`src/hw/rtl/jgp_pkg.sv`:
```
// Shared types and constants for the justified glyph placement core.
// Used by jgp_div and justified_glyph_placement_core; depends on nothing.
package jgp_pkg;

  localparam int DIV_W = 16;
  localparam int STEP_IDLE = 30000;
  localparam int STEP_UNIT = 50;
  localparam int SPACE_CAP = 10;
  localparam logic [10:0] X_MAX = 11'h7ff;

  localparam logic [1:0] ALIGN_LEFT = 2'd0;
  localparam logic [1:0] ALIGN_RIGHT = 2'd1;
  localparam logic [1:0] ALIGN_CENTER = 2'd2;
  localparam logic [1:0] ALIGN_JUSTIFY = 2'd3;

  typedef logic [DIV_W-1:0] div_t;

  typedef enum logic [2:0] {
    ST_LOAD,
    ST_DIV_GO,
    ST_DIV_WAIT,
    ST_READ,
    ST_EMIT
  } state_e;

  typedef enum logic [1:0] {
    OP_SPACE_EXTRA,
    OP_SPACE_STEP,
    OP_CHAR_EXTRA,
    OP_CHAR_STEP
  } op_e;

  typedef struct packed {
    logic start;
    div_t dividend;
    div_t divisor;
  } div_req_t;

  typedef struct packed {
    logic done;
    div_t quot;
    div_t rem;
  } div_rsp_t;

endpackage

```
`src/hw/rtl/jgp_ram.sv`:
```
// Generic single-port-write, single-port-read RAM with a registered read.
// Standalone; no package dependencies.
module jgp_ram #(
  parameter int WIDTH = 8,
  parameter int DEPTH = 64
) (
  input  logic                     clk_i,
  input  logic                     we_i,
  input  logic [$clog2(DEPTH)-1:0] waddr_i,
  input  logic [WIDTH-1:0]         wdata_i,
  input  logic                     re_i,
  input  logic [$clog2(DEPTH)-1:0] raddr_i,
  output logic [WIDTH-1:0]         rdata_o
);

  logic [WIDTH-1:0] mem_q [DEPTH];
  logic [WIDTH-1:0] rdata_q;

  always_ff @(posedge clk_i) begin
    if (we_i) begin
      mem_q[waddr_i] <= wdata_i;
    end
    if (re_i) begin
      rdata_q <= mem_q[raddr_i];
    end
  end

  assign rdata_o = rdata_q;

endmodule

```
`src/hw/rtl/jgp_div.sv`:
```
// Restoring divider, one quotient bit per cycle, for the line planning step.
// Depends on jgp_pkg for the operand width and request/response structs.
module jgp_div (
  input  logic               clk_i,
  input  logic               rst_ni,
  input  jgp_pkg::div_req_t  req_i,
  output jgp_pkg::div_rsp_t  rsp_o
);

  localparam int CNTW = $clog2(jgp_pkg::DIV_W);

  logic              busy_q;
  logic              done_q;
  logic [CNTW-1:0]   cnt_q;
  jgp_pkg::div_t     quo_q;
  jgp_pkg::div_t     rem_q;
  jgp_pkg::div_t     dvs_q;
  logic [jgp_pkg::DIV_W:0] trial;
  logic              fits;

  assign trial = {rem_q, quo_q[jgp_pkg::DIV_W-1]};
  assign fits  = trial >= {1'b0, dvs_q};

  always_ff @(posedge clk_i or negedge rst_ni) begin
    if (!rst_ni) begin
      busy_q <= 1'b0;
      done_q <= 1'b0;
      cnt_q  <= '0;
      quo_q  <= '0;
      rem_q  <= '0;
      dvs_q  <= '0;
    end else begin
      done_q <= 1'b0;
      if (req_i.start) begin
        busy_q <= 1'b1;
        cnt_q  <= '0;
        quo_q  <= req_i.dividend;
        rem_q  <= '0;
        dvs_q  <= req_i.divisor;
      end else if (busy_q) begin
        if (fits) begin
          rem_q <= jgp_pkg::DIV_W'(trial - {1'b0, dvs_q});
        end else begin
          rem_q <= trial[jgp_pkg::DIV_W-1:0];
        end
        quo_q <= {quo_q[jgp_pkg::DIV_W-2:0], fits};
        cnt_q <= cnt_q + CNTW'(1);
        if (cnt_q == CNTW'(jgp_pkg::DIV_W - 1)) begin
          busy_q <= 1'b0;
          done_q <= 1'b1;
        end
      end
    end
  end

  assign rsp_o.done = done_q;
  assign rsp_o.quot = quo_q;
  assign rsp_o.rem  = rem_q;

endmodule

```
`src/hw/rtl/justified_glyph_placement_core.sv`:
```
// Top level of the justified glyph placement core: line store, planner and emit walk.
// Depends on jgp_pkg, jgp_ram and jgp_div.
//
//   channel | handshake              | payload
//   --------+------------------------+------------------------------------------
//   in      | in_valid_i / in_ready_o | glyph_width, is_space, wide_spacing, last,
//           |                        | start_x, slack, align_mode, justify_enable
//   out     | out_valid_o / out_ready_i | glyph_x, last_glyph
//
// A line of N glyphs loads as N transactions, one transaction per cycle.
// Justified lines then run up to three serial divisions on the
// shared divider; other lines go straight to the walk.
// The walk starts with the first line-store read, then emits one glyph per cycle while the output is not stalled.
// Reset clears all control state; the line store holds no reset value.
// Output stalls hold the walk; input is not taken until the walk ends.
module justified_glyph_placement_core #(
  parameter int LINE_GLYPHS = 64
) (
  input  logic        clk_i,
  input  logic        rst_ni,
  input  logic        in_valid_i,
  output logic        in_ready_o,
  input  logic [4:0]  glyph_width_i,
  input  logic        is_space_i,
  input  logic        wide_spacing_i,
  input  logic        last_i,
  input  logic [9:0]  start_x_i,
  input  logic [9:0]  slack_i,
  input  logic [1:0]  align_mode_i,
  input  logic        justify_enable_i,
  output logic        out_valid_o,
  input  logic        out_ready_i,
  output logic [10:0] glyph_x_o,
  output logic        last_glyph_o
);

  localparam int AW = $clog2(LINE_GLYPHS);
  localparam int CW = $clog2(LINE_GLYPHS + 1);

  jgp_pkg::state_e state_q, state_d;
  jgp_pkg::op_e    op_q, op_d;

  logic [CW-1:0]  cnt_q, spc_q, idx_q;
  logic [9:0]     slack_q;
  logic           just_q;
  logic [10:0]    cursor_q;
  logic [9:0]     se_q, ce_q;
  logic [14:0]    ss_q, cs_q;
  logic [15:0]    sc_q, cc_q;
  jgp_pkg::div_t  rem_q;
  logic           out_valid_q;
  logic [10:0]    x_q;
  logic           lastg_q;

  logic           in_ready;
  logic           in_fire;
  logic           store;
  logic [CW-1:0]  cnt_new, spc_new, chars_new, chars_q, gaps, idx_nx;
  logic           just_new;
  logic           out_free;
  logic           emit_last;
  logic [9:0]     align_add;
  logic [10:0]    cursor_init;
  jgp_pkg::div_t  rest;

  logic           mem_we, mem_re;
  logic [AW-1:0]  mem_waddr, mem_raddr;
  logic [6:0]     mem_wdata, mem_rdata;

  jgp_pkg::div_req_t div_req;
  jgp_pkg::div_rsp_t div_rsp;

  logic [4:0]     g_w;
  logic           g_sp, g_wd;
  logic [15:0]    cnt_sel, cnt_dec, cnt_upd;
  logic [14:0]    step_sel;
  logic           bump;
  logic [9:0]     extra;
  logic [11:0]    add_sum, pos_sum;
  logic [10:0]    cursor_nx;

  jgp_ram #(
    .WIDTH (7),
    .DEPTH (LINE_GLYPHS)
  ) u_line_store (
    .clk_i   (clk_i),
    .we_i    (mem_we),
    .waddr_i (mem_waddr),
    .wdata_i (mem_wdata),
    .re_i    (mem_re),
    .raddr_i (mem_raddr),
    .rdata_o (mem_rdata)
  );

  jgp_div u_div (
    .clk_i  (clk_i),
    .rst_ni (rst_ni),
    .req_i  (div_req),
    .rsp_o  (div_rsp)
  );

  assign in_fire   = in_valid_i && in_ready;
  assign store     = cnt_q < CW'(LINE_GLYPHS);
  assign cnt_new   = cnt_q + CW'(store);
  assign spc_new   = spc_q + CW'(store && is_space_i);
  assign chars_new = cnt_new - spc_new;
  assign chars_q   = cnt_q - spc_q;
  assign gaps      = chars_q - CW'(1);
  assign idx_nx    = idx_q + CW'(1);
  assign just_new  = (align_mode_i == jgp_pkg::ALIGN_JUSTIFY) && justify_enable_i;
  assign out_free  = !out_valid_q || out_ready_i;
  assign emit_last = idx_nx == cnt_q;

  always_comb begin
    case (align_mode_i)
      jgp_pkg::ALIGN_RIGHT:  align_add = slack_i;
      jgp_pkg::ALIGN_CENTER: align_add = {1'b0, slack_i[9:1]};
      default:               align_add = '0;
    endcase
  end

  assign cursor_init = 11'(start_x_i) + 11'(align_add);

  assign rest = (spc_q == '0) ? jgp_pkg::div_t'(slack_q) :
                jgp_pkg::div_t'(slack_q) -
                jgp_pkg::div_t'(spc_q) * jgp_pkg::div_t'(jgp_pkg::SPACE_CAP);

  assign g_w      = mem_rdata[4:0];
  assign g_sp     = mem_rdata[5];
  assign g_wd     = mem_rdata[6];
  assign cnt_sel  = g_sp ? sc_q : cc_q;
  assign step_sel = g_sp ? ss_q : cs_q;
  assign cnt_dec  = cnt_sel - 16'(jgp_pkg::STEP_UNIT);
  assign bump     = just_q && cnt_dec[15];
  assign cnt_upd  = cnt_dec[15] ? {1'b0, step_sel} : cnt_dec;
  assign extra    = just_q ? (g_sp ? se_q : ce_q) : '0;
  assign add_sum  = 12'(g_w) + (g_wd ? 12'd2 : 12'd0) + 12'(extra) + 12'(bump);
  assign pos_sum  = 12'(cursor_q) + add_sum;
  assign cursor_nx = (pos_sum > 12'(jgp_pkg::X_MAX)) ? jgp_pkg::X_MAX : pos_sum[10:0];

  always_comb begin
    state_d = state_q;
    op_d    = op_q;
    case (state_q)
      jgp_pkg::ST_LOAD: begin
        if (in_fire && last_i) begin
          state_d = jgp_pkg::ST_READ;
          if (just_new) begin
            if (spc_new != '0) begin
              state_d = jgp_pkg::ST_DIV_GO;
              op_d    = jgp_pkg::OP_SPACE_EXTRA;
            end else if (chars_new > CW'(1)) begin
              state_d = jgp_pkg::ST_DIV_GO;
              op_d    = jgp_pkg::OP_CHAR_EXTRA;
            end
          end
        end
      end
      jgp_pkg::ST_DIV_GO: begin
        state_d = jgp_pkg::ST_DIV_WAIT;
      end
      jgp_pkg::ST_DIV_WAIT: begin
        if (div_rsp.done) begin
          state_d = jgp_pkg::ST_READ;
          case (op_q)
            jgp_pkg::OP_SPACE_EXTRA: begin
              if (div_rsp.quot > jgp_pkg::div_t'(jgp_pkg::SPACE_CAP)) begin
                if (chars_q > CW'(1)) begin
                  state_d = jgp_pkg::ST_DIV_GO;
                  op_d    = jgp_pkg::OP_CHAR_EXTRA;
                end
              end else if (div_rsp.rem != '0) begin
                state_d = jgp_pkg::ST_DIV_GO;
                op_d    = jgp_pkg::OP_SPACE_STEP;
              end
            end
            jgp_pkg::OP_CHAR_EXTRA: begin
              if (div_rsp.rem != '0) begin
                state_d = jgp_pkg::ST_DIV_GO;
                op_d    = jgp_pkg::OP_CHAR_STEP;
              end
            end
            default: begin
              state_d = jgp_pkg::ST_READ;
            end
          endcase
        end
      end
      jgp_pkg::ST_READ: begin
        state_d = jgp_pkg::ST_EMIT;
      end
      jgp_pkg::ST_EMIT: begin
        if (out_free && emit_last) begin
          state_d = jgp_pkg::ST_LOAD;
        end
      end
      default: begin
        state_d = jgp_pkg::ST_LOAD;
      end
    endcase
  end

  always_comb begin
    in_ready         = 1'b0;
    mem_we           = 1'b0;
    mem_waddr        = cnt_q[AW-1:0];
    mem_wdata        = {wide_spacing_i, is_space_i, glyph_width_i};
    mem_re           = 1'b0;
    mem_raddr        = '0;
    div_req.start    = 1'b0;
    div_req.dividend = '0;
    div_req.divisor  = '0;
    case (state_q)
      jgp_pkg::ST_LOAD: begin
        in_ready = 1'b1;
        mem_we   = in_valid_i && store;
      end
      jgp_pkg::ST_DIV_GO: begin
        div_req.start = 1'b1;
        case (op_q)
          jgp_pkg::OP_SPACE_EXTRA: begin
            div_req.dividend = jgp_pkg::div_t'(slack_q);
            div_req.divisor  = jgp_pkg::div_t'(spc_q);
          end
          jgp_pkg::OP_SPACE_STEP: begin
            div_req.dividend = jgp_pkg::div_t'(spc_q) *
                               jgp_pkg::div_t'(jgp_pkg::STEP_UNIT);
            div_req.divisor  = rem_q;
          end
          jgp_pkg::OP_CHAR_EXTRA: begin
            div_req.dividend = rest;
            div_req.divisor  = jgp_pkg::div_t'(gaps);
          end
          default: begin
            div_req.dividend = jgp_pkg::div_t'(gaps) *
                               jgp_pkg::div_t'(jgp_pkg::STEP_UNIT);
            div_req.divisor  = rem_q;
          end
        endcase
      end
      jgp_pkg::ST_READ: begin
        mem_re = 1'b1;
      end
      jgp_pkg::ST_EMIT: begin
        if (out_free && !emit_last) begin
          mem_re    = 1'b1;
          mem_raddr = idx_nx[AW-1:0];
        end
      end
      default: begin
        in_ready = 1'b0;
      end
    endcase
  end

  always_ff @(posedge clk_i or negedge rst_ni) begin
    if (!rst_ni) begin
      state_q     <= jgp_pkg::ST_LOAD;
      op_q        <= jgp_pkg::OP_SPACE_EXTRA;
      cnt_q       <= '0;
      spc_q       <= '0;
      idx_q       <= '0;
      slack_q     <= '0;
      just_q      <= 1'b0;
      cursor_q    <= '0;
      se_q        <= '0;
      ce_q        <= '0;
      ss_q        <= 15'(jgp_pkg::STEP_IDLE);
      cs_q        <= 15'(jgp_pkg::STEP_IDLE);
      sc_q        <= 16'(jgp_pkg::STEP_IDLE);
      cc_q        <= 16'(jgp_pkg::STEP_IDLE);
      rem_q       <= '0;
      out_valid_q <= 1'b0;
      x_q         <= '0;
      lastg_q     <= 1'b0;
    end else begin
      state_q <= state_d;
      op_q    <= op_d;

      if (in_fire) begin
        cnt_q <= cnt_new;
        spc_q <= spc_new;
        if (last_i) begin
          slack_q  <= slack_i;
          just_q   <= just_new;
          cursor_q <= cursor_init;
          se_q     <= '0;
          ce_q     <= '0;
          ss_q     <= 15'(jgp_pkg::STEP_IDLE);
          cs_q     <= 15'(jgp_pkg::STEP_IDLE);
        end
      end

      if (state_q == jgp_pkg::ST_DIV_WAIT && div_rsp.done) begin
        case (op_q)
          jgp_pkg::OP_SPACE_EXTRA: begin
            rem_q <= div_rsp.rem;
            if (div_rsp.quot > jgp_pkg::div_t'(jgp_pkg::SPACE_CAP)) begin
              se_q <= 10'(jgp_pkg::SPACE_CAP);
              ss_q <= 15'(jgp_pkg::STEP_IDLE);
            end else begin
              se_q <= div_rsp.quot[9:0];
            end
          end
          jgp_pkg::OP_SPACE_STEP: begin
            ss_q <= div_rsp.quot[14:0];
          end
          jgp_pkg::OP_CHAR_EXTRA: begin
            rem_q <= div_rsp.rem;
            ce_q  <= div_rsp.quot[9:0];
          end
          default: begin
            cs_q <= div_rsp.quot[14:0];
          end
        endcase
      end

      if (state_q == jgp_pkg::ST_READ) begin
        sc_q  <= {1'b0, ss_q};
        cc_q  <= {1'b0, cs_q};
        idx_q <= '0;
      end

      if (state_q == jgp_pkg::ST_EMIT && out_free) begin
        x_q      <= cursor_q;
        lastg_q  <= emit_last;
        cursor_q <= cursor_nx;
        idx_q    <= idx_nx;
        if (just_q && g_sp) begin
          sc_q <= cnt_upd;
        end
        if (just_q && !g_sp) begin
          cc_q <= cnt_upd;
        end
        if (emit_last) begin
          cnt_q <= '0;
          spc_q <= '0;
        end
      end

      if (state_q == jgp_pkg::ST_EMIT && out_free) begin
        out_valid_q <= 1'b1;
      end else if (out_ready_i) begin
        out_valid_q <= 1'b0;
      end
    end
  end

  assign in_ready_o   = in_ready;
  assign out_valid_o  = out_valid_q;
  assign glyph_x_o    = x_q;
  assign last_glyph_o = lastg_q;

  a_emit_in_range: assert property (@(posedge clk_i) disable iff (!rst_ni)
    (state_q == jgp_pkg::ST_EMIT) |-> (idx_q < cnt_q))
    else $error("emit index beyond stored glyph count");

  a_count_bound: assert property (@(posedge clk_i) disable iff (!rst_ni)
    cnt_q <= CW'(LINE_GLYPHS))
    else $error("glyph count exceeds line store depth");

  a_div_done_state: assert property (@(posedge clk_i) disable iff (!rst_ni)
    div_rsp.done |-> (state_q == jgp_pkg::ST_DIV_WAIT))
    else $error("divider finished outside of planning wait");

  a_space_cap: assert property (@(posedge clk_i) disable iff (!rst_ni)
    (state_q == jgp_pkg::ST_READ) |-> (se_q <= 10'(jgp_pkg::SPACE_CAP)))
    else $error("space extra above cap at start of walk");

  a_line_end: assert property (@(posedge clk_i) disable iff (!rst_ni)
    (state_q == jgp_pkg::ST_EMIT && out_free && emit_last) |=>
      (out_valid_q && lastg_q && state_q == jgp_pkg::ST_LOAD && cnt_q == '0))
    else $error("line end did not flag last glyph and return to load");

endmodule
```
`config.mk`:
```
export PLATFORM = sky130hd
export DESIGN_NAME = justified_glyph_placement_core
export DESIGN_NICKNAME = d
export VERILOG_FILES = /design/src/hw/rtl/jgp_pkg.sv /design/src/hw/rtl/jgp_ram.sv /design/src/hw/rtl/jgp_div.sv /design/src/hw/rtl/justified_glyph_placement_core.sv
export SDC_FILE = /design/constraint.sdc
export NUM_CORES = 1
export LEC_CHECK = 0
export ABC_CLOCK_PERIOD_IN_PS = 8900
export BUFFER_PORTS_ARGS = -buffer_cell sky130_fd_sc_hd__clkbuf_2
export CAP_MARGIN = 20
export CORE_UTILIZATION = 30
export CTS_CLUSTER_SIZE = 14
export DETAILED_ROUTE_END_ITERATION = 10
export HOLD_SLACK_MARGIN = 0.05
export PLACE_DENSITY_LB_ADDON = 0.25
export RECOVER_POWER = 100
export REMOVE_ABC_BUFFERS = 1
export SLEW_MARGIN = 5
export SYNTH_ARGS = -nofsm -noshare
export SYNTH_HDL_FRONTEND = slang
export SYNTH_HIERARCHICAL = 1
export SYNTH_SLANG_ARGS = --single-unit
```
`constraint.sdc`:
```
create_clock -name clk_i -period 8.9 [get_ports clk_i]
set_input_delay 0.89 -clock clk_i [delete_from_list [all_inputs] [get_ports clk_i]]
set_output_delay 0.89 -clock clk_i [all_outputs]
set_load 0.005 [all_outputs]
```
==> flow_metrics.py, run 1 <==
metrics = {
    "status": {
        "outcome": "complete, but fails checks",
        "violations": "max-capacitance violations, max-slew violations",
    },
    "layout": {
        "n_antenna_cell": 0,
        "syn_to_final_growth_pct": 12.8,
        "num-fill-cells": 10600,
        "drive_above_1_share_pct": 14.4,
        "final_util_pct": 34.2,
        "num-nets-final": 2789,
        "final_area_sq_mm": 0.0373,
    },
    "power_and_ir_drop": {
        "vdd_ir_drop_max_uv": 519,
        "p_leak_nw": 13.6,
        "power.density_mw_per_mm2": 376,
    },
    "floorplan": {
        "fp.dieArea_sq_mm": 0.112,
        "rows": 121,
        "die_x_um": 334,
        "start_util_pct": 30.3,
        "num_io_pins": 49,
        "die_h_um": 334,
        "core_area_sq_mm": 0.109,
    },
    "clock_network": {
        "path_clk_slew_ps": 60,
        "root_buffer": "clkbuf_16",
        "cts_tree": "built",
        "htree_num_levels": 3,
        "post_cts_resized": 0,
        "numCtsBuffers": 76,
        "cts-hold-fix-buffers": 0,
        "clk_latency_ps": 650,
        "clockBufferDepth": 3,
        "post_cts_buffers": 0,
        "clock_sinks": 664,
    },
    "worst_hold_path": {
        "min_path_type": "reg -> reg",
    },
    "run": {
        "max_cap_viol_count": 16,
    },
    "placement": {
        "place.gp.congestion": 0.886,
        "portBuffers": 48,
        "place_hpwl_um": 57400,
        "placed_cell_area_sq_mm": 0.0347,
    },
    "drt": {
        "dr.pass1.iters": 5,
        "ant_nets": 0,
        "drtIter0Drc": 1629,
        "drcViolationCount": 0,
        "num_vias": 20900,
        "routed_wl_um": 86100,
        "wl_per_cell_um": 21.2,
        "routed_via_density": 5.16,
    },
    "worst_setup_path": {
        "crit_path_start": "u_line_store/rdata_o[5]$_DFFE_PP_",
        "worstReg2RegEnd": "cursor_q[9]$_DFFE_PN0P_",
        "path_max_fanout": 30,
        "arrival_ps": 7420,
        "critPathKind": "reg -> reg",
        "worstRegToRegCells": 23,
        "r2r_slack_ps": 2020,
        "endpoint": "cursor_q[9]$_DFFE_PN0P_",
        "cp_data_required_time_ps": 9440,
        "r2r-start": "u_line_store/rdata_o[5]$_DFFE_PP_",
        "cp-start-kind": "flop",
        "cp-end-kind": "flop",
    },
    "global_routing": {
        "grt_max_degree": 105,
        "grtUsageTotal_pct": 15.4,
        "grt_antenna_before_repair": 2,
        "grt_pass1_wl_um": 133000,
        "grt_overflow": 0,
        "grt_pass1_vias": 21500,
    },
    "yosys": {
        "synth-edff-count": 455,
        "ys_ff_latch": 664,
        "syn_avg_cell_area_sq_um": 12.9,
        "synth_flop_cell": "edfxtp_1",
        "yosysWarnings": 6,
        "seq_area_frac_synth_pct": 57.3,
        "synth_cells": 2553,
        "syn_area_sq_mm": 0.0331,
        "ys_types": 95,
        "async_reset_ff_share_pct": 31.5,
    },
    "sta": {
        "period_share_pct": 77.3,
        "slew_headroom_pct": -162,
        "fin_hold_ws_ps": 474,
        "period_needed_ps": 6880,
        "rsz0062_at_grt": "false",
        "setup_viol_count_final": 0,
        "finalClockSkew_ps": 41.1,
        "finalHoldViolCount": 0,
        "report.final.slew_viol_count": 833,
        "max_freq_mhz": 145,
        "worst_pin_slew_ps": 3930,
    },
}
## per-stage QoR
| step | total power [mW] | setup TNS [ps] | setup slack (ps) | instances |
|---|---|---|---|---|
| final | 14.0 | 0 | 2020 | 4059 |
| after global routing | 15.0 | 0 | 1460 | 4059 |
| after CTS | 14.1 | 0 | 3230 | 4054 |
| after detailed placement | 10.7 | 0 | 3240 | 3922 |
| after global placement | 10.6 | 0 | 3350 | 3922 |
| after floorplan | 8.95 | -11540 | -1690 | 2430 |
## cell usage after synthesis, types with 10 or more instances
master,number,area (sq um)
edfxtp_1,455,13700
nand2_1,238,893
nor2_1,225,845
dfrtp_1,181,4530
ha_1,146,1830
mux4_2,113,2540
o21ai_0,110,551
inv_1,105,394
a21oi_1,82,410
clkbuf_1,69,259
mux2i_1,64,641
xnor2_1,59,517
nor3_1,48,240
nand3_1,46,230
and3_1,36,225
xor2_1,36,315
nor2b_1,31,194
dfstp_2,28,736
buf_2,26,130
nand2b_1,25,156
mux2_2,24,270
a21o_1,23,173
a221oi_1,21,184
o31ai_1,21,158
a211oi_1,20,150
a22oi_1,20,150
o22ai_1,20,125
fa_1,17,340
nand4_1,13,81.3
o221ai_1,12,105
or3_1,12,75.1
a22o_1,11,96.3
buf_6,11,124
a31oi_1,10,62.6
nor3b_1,10,75.1
o21ai_1,10,50.1
or2_2,10,62.6
## metal layers
metal | vias up | part of all wire (%) | global-route usage, %
met5 | - | 0.014 | 0
met2 | 515 | 47 | 24.9
met3 | 120 | 4.6 | 2.47
met1 | 10700 | 46 | 21.5
li1 | 9649 | - | -
met4 | 4 | 2.2 | 3.97
## area by class of cell
class	instances	area [sq um]	share of cell area (%)
multi-input combinational	1660	13100	35.2
clock buffer	96	2050	5.49
sequential	664	18900	50.7
timing repair buffer	83	449	1.20
inverter	106	398	1.07
tap	1414	1770	4.74
clock inverter	36	587	1.57
## kinds of logic after synthesis
| group | share of synthesized area, % |
|---|---|
| multiplexers | 10.5 |
| XOR/XNOR | 2.62 |
| AO/OA/AOI/OAI | 9.25 |
| buffers and inverters | 3.08 |
| adder cells (fa/ha/maj) | 6.55 |
| flip-flops | 57.3 |
| AND/OR/NAND/NOR | 10.8 |
## worst min path at each step
stage                              from                  endpoint  depth (start not counted)
4_1_cts                          rst_ni     rem_q[10]$_DFFE_PN0P_                          1
3_5_place_dp     slack_q[0]$_DFFE_PN0P_    slack_q[0]$_DFFE_PN0P_                          2
6_report       glyph_x_o[9]$_DFFE_PN0P_  glyph_x_o[9]$_DFFE_PN0P_                          2
2_1_floorplan    slack_q[0]$_DFFE_PN0P_    slack_q[0]$_DFFE_PN0P_                          2
3_3_place_gp     slack_q[0]$_DFFE_PN0P_    slack_q[0]$_DFFE_PN0P_                          2
5_1_grt                      slack_i[0]    slack_q[0]$_DFFE_PN0P_                          3
## report_power, final
part | leakage, nW | internal [mW] | switching (mW) | total [mW]
clock | 1.27 | 1.99 | 1.31 | 3.30
sequential | 6.73 | 3.68 | 0.458 | 4.14
combinational | 5.62 | 2.82 | 3.76 | 6.57
## flip-flops by register name, summed over array words and instances (netlist names), 2 cells and up
signal,cells
state_q,3
ss_q,14
u_line_store/rdata_o,7
rem_q,16
u_div/cnt_q,4
glyph_x_o,11
cnt_q,7
op_q,2
se_q,10
cs_q,14
slack_q,10
ce_q,10
spc_q,7
idx_q,7
u_div/dvs_q,16
cursor_q,11
u_div/rem_q,16
cc_q,15
u_div/quo_q,16
u_line_store/mem_q,448
sc_q,15
## placed cells by master, fill, tap and decap left out, types with 10 or more instances in the layout
master	instances
mux4_2	113
nand3_1	46
a221oi_1	21
o221ai_1	12
edfxtp_1	455
a21oi_1	83
bufinv_16	12
clkbuf_16	77
xor2_1	36
and3_1	36
buf_4	13
ha_1	146
dfstp_2	28
o21ai_0	113
clkbuf_1	45
dfrtp_1	180
nand4_1	13
o22ai_1	20
nor2b_1	31
a211oi_1	20
nor3_1	48
nor3b_1	10
a22o_1	11
nor2_1	221
nand2b_1	25
mux2_2	24
nand2_1	238
or3_1	12
mux2i_1	64
xnor2_1	60
o31ai_1	21
fa_1	17
or2_2	10
a31oi_1	10
inv_1	105
clkbuf_2	36
a22oi_1	20
a21o_1	23
## worst max-delay path, cell delays in order (launching register included)
cell	delay, ps
edfxtp_1	320
clkbuf_1	1170
mux2i_1	210
ha_1	270
inv_1	100
o211ai_1	110
a21oi_1	470
nor3b_4	120
xnor2_1	730
and2_2	300
fa_1	160
inv_1	50
fa_1	500
inv_1	50
ha_1	220
inv_1	80
fa_1	200
nor2b_1	70
o2111ai_1	220
a31oi_1	180
or4b_2	630
nand3_1	120
nor2_1	150
a211oi_1	340
No activity file was read; power rests on OpenSTA's default activity.
==> inputs of run 2 (changes only) <==
--- a/config.mk
+++ b/config.mk
@@ -5,7 +5,7 @@
 export SDC_FILE = /design/constraint.sdc
 export NUM_CORES = 1
 export LEC_CHECK = 0
-export ABC_CLOCK_PERIOD_IN_PS = 8900
+export ABC_CLOCK_PERIOD_IN_PS = 5900
 export BUFFER_PORTS_ARGS = -buffer_cell sky130_fd_sc_hd__clkbuf_2
 export CAP_MARGIN = 20
 export CORE_UTILIZATION = 30
==> constraint.sdc (replaced) <==
create_clock -name clk_i -period 5.9 [get_ports clk_i]
set_input_delay 0.59 -clock clk_i [delete_from_list [all_inputs] [get_ports clk_i]]
set_output_delay 0.59 -clock clk_i [all_outputs]
set_load 0.005 [all_outputs]
==> run 2 against run 1 <==
Against the previous run: the flow still finishes with violations (max-capacitance violations, max-slew violations); flip-flop and latch count unchanged; fmax rose by 29%; first-iteration DRC count fell by 5.2%; final area shrank 0.54%; clock power up 35%; combinational power increased by 50%; global-route usage increased by 0.098 points; largest power group unchanged; count of clock-buffer cells in the layout grew 5; sequential share of layout area grew 0.28 points; critical endpoint is now u_line_store/rdata_o[1]$_DFFE_PP_; via count rose by 0.77%; register-to-register slack got worse by 1500 ps.
==> flow_metrics.py, run 2 (synthesized netlist as in run 1, its figures left out) <==
metrics = {
    "worst_setup_path": {
        "arrival_ps": 5720,
        "endpoint": "u_line_store/rdata_o[1]$_DFFE_PP_",
        "crit_path_start": "idx_q[0]$_DFFE_PN0P_",
        "path_max_fanout": 45,
        "r2r-start": "idx_q[0]$_DFFE_PN0P_",
        "cp-end-kind": "flop",
        "cp_data_required_time_ps": 6270,
        "critPathKind": "reg -> reg",
        "cp-start-kind": "flop",
        "worstRegToRegCells": 12,
        "r2r_slack_ps": 550,
        "worstReg2RegEnd": "u_line_store/rdata_o[1]$_DFFE_PP_",
    },
    "drt": {
        "dr_wl_met2_um": 40100,
        "drtIter0Drc": 1545,
        "drcViolationCount": 0,
        "routed_via_density": 5.18,
        "dr_wl_met3_um": 4190,
        "dr.pass1.iters": 7,
        "ant_nets": 0,
        "wl_per_cell_um": 21.2,
        "top_layer": "met4",
        "num_vias": 21100,
        "routed_wl_um": 86500,
        "m1WireLength_um": 39600,
    },
    "global_routing": {
        "grt_pass1_vias": 21600,
        "grt_overflow": 0,
        "grt_max_degree": 163,
        "grtUsageTotal_pct": 15.5,
        "grt_antenna_before_repair": 1,
        "grt_pass1_wl_um": 133000,
    },
    "floorplan": {
        "die_x_um": 334,
        "num_io_pins": 49,
        "rows": 121,
        "fp.dieArea_sq_mm": 0.112,
        "start_util_pct": 30.3,
        "die_h_um": 334,
        "core_area_sq_mm": 0.109,
    },
    "layout": {
        "num-nets-final": 2799,
        "final_area_sq_mm": 0.0371,
        "layout_common_cells": "edfxtp_1, nand2_1, nor2_1",
        "largest_reg_flops": 448,
        "regMostFlops": "u_line_store/mem_q",
        "drive_above_1_share_pct": 14.5,
        "layout_commonest_cell": "edfxtp_1",
        "num-fill-cells": 10700,
        "syn_to_final_growth_pct": 12.2,
        "final_util_pct": 34.0,
    },
    "clock_network": {
        "clock_sinks": 664,
        "clk_latency_ps": 630,
        "path_clk_slew_ps": 60,
        "post_cts_buffers": 0,
        "root_buffer": "clkbuf_16",
        "htree_num_levels": 3,
        "cts_tree": "built",
        "numCtsBuffers": 75,
        "clockBufferDepth": 3,
    },
    "sta": {
        "slew_headroom_pct": -106,
        "rsz0062_at_grt": "false",
        "max_freq_mhz": 187,
        "finalHoldViolCount": 0,
        "tns_ps": 0,
        "fin_hold_ws_ps": 194,
        "finalClockSkew_ps": 19.4,
        "report.final.slew_viol_count": 561,
        "period_share_pct": 90.6,
        "setup_viol_count_final": 0,
        "layout_setup_ws_ps": 553,
        "period_needed_ps": 5350,
        "worst_pin_slew_ps": 3090,
    },
    "placement": {
        "place.gp.congestion": 0.846,
        "place_hpwl_um": 58300,
        "placed_cell_area_sq_mm": 0.0349,
        "portBuffers": 48,
        "post-place-ws_ps": 336,
    },
    "run": {
        "max_cap_viol_count": 11,
    },
    "power_and_ir_drop": {
        "power.density_mw_per_mm2": 555,
        "vdd_ir_drop_max_uv": 848,
        "p_leak_nw": 13.6,
    },
    "worst_hold_path": {
        "min_path_type": "in -> reg",
    },
    "status": {
        "outcome": "complete, but fails checks",
        "violations": "max-capacitance violations, max-slew violations",
    },
}
## run 2: worst min path at each step
stage	start	end	depth (start not counted)
after floorplan	rst_ni	cc_q[11]$_DFF_PN0_	0
after global placement	slack_q[0]$_DFFE_PN0P_	slack_q[0]$_DFFE_PN0P_	2
after detailed placement	glyph_x_o[7]$_DFFE_PN0P_	glyph_x_o[7]$_DFFE_PN0P_	2
after CTS	slack_i[0]	slack_q[0]$_DFFE_PN0P_	3
after global routing	slack_i[0]	slack_q[0]$_DFFE_PN0P_	3
final	slack_i[0]	slack_q[0]$_DFFE_PN0P_	3
## run 2: power breakdown
| part | internal, mW | switching (mW) |
|---|---|---|
| clock | 2.56 | 1.90 |
| combinational | 4.22 | 5.66 |
| sequential | 5.56 | 0.688 |
## run 2: final cells by class
class	count	area [sq um]	area share, %
clock inverter	32	289	0.779
inverter	106	398	1.07
tap	1414	1770	4.77
sequential	664	18900	51.0
clock buffer	101	2040	5.49
multi-input combinational	1660	13100	35.3
antenna	1	2.50	0.00675
timing repair buffer	94	581	1.56
## run 2: critical path: stages, from the launching register on
cell	delay (ps)
dfrtp_1	450
ha_1	300
xnor2_1	390
xnor2_1	170
nor4_1	80
nand4_1	170
nand2_1	280
nor2_1	1140
buf_6	630
mux4_2	600
mux2i_1	430
a21oi_1	160
a22o_1	250
## run 2: what timing repair did
action,CTS,global route
endpoints found under the hold margin,47,0
setup endpoints to repair,0,9
resized for setup,0,3
hold buffers,1,0
## run 2: through the flow
stage                     total power, mW  instances
after floorplan                      13.5       2430
after global placement               16.0       3933
after detailed placement             16.2       3935
after CTS                            20.8       4069
after global routing                 22.1       4071
final                                20.6       4072
## run 2: per-layer routing
layer / vias to the layer above / GRT usage [%]
li1: 9671 / -
met1: 10800 / 21.6
met2: 544 / 24.6
met3: 135 / 2.56
met4: 0 / 5.13
met5: - / 0
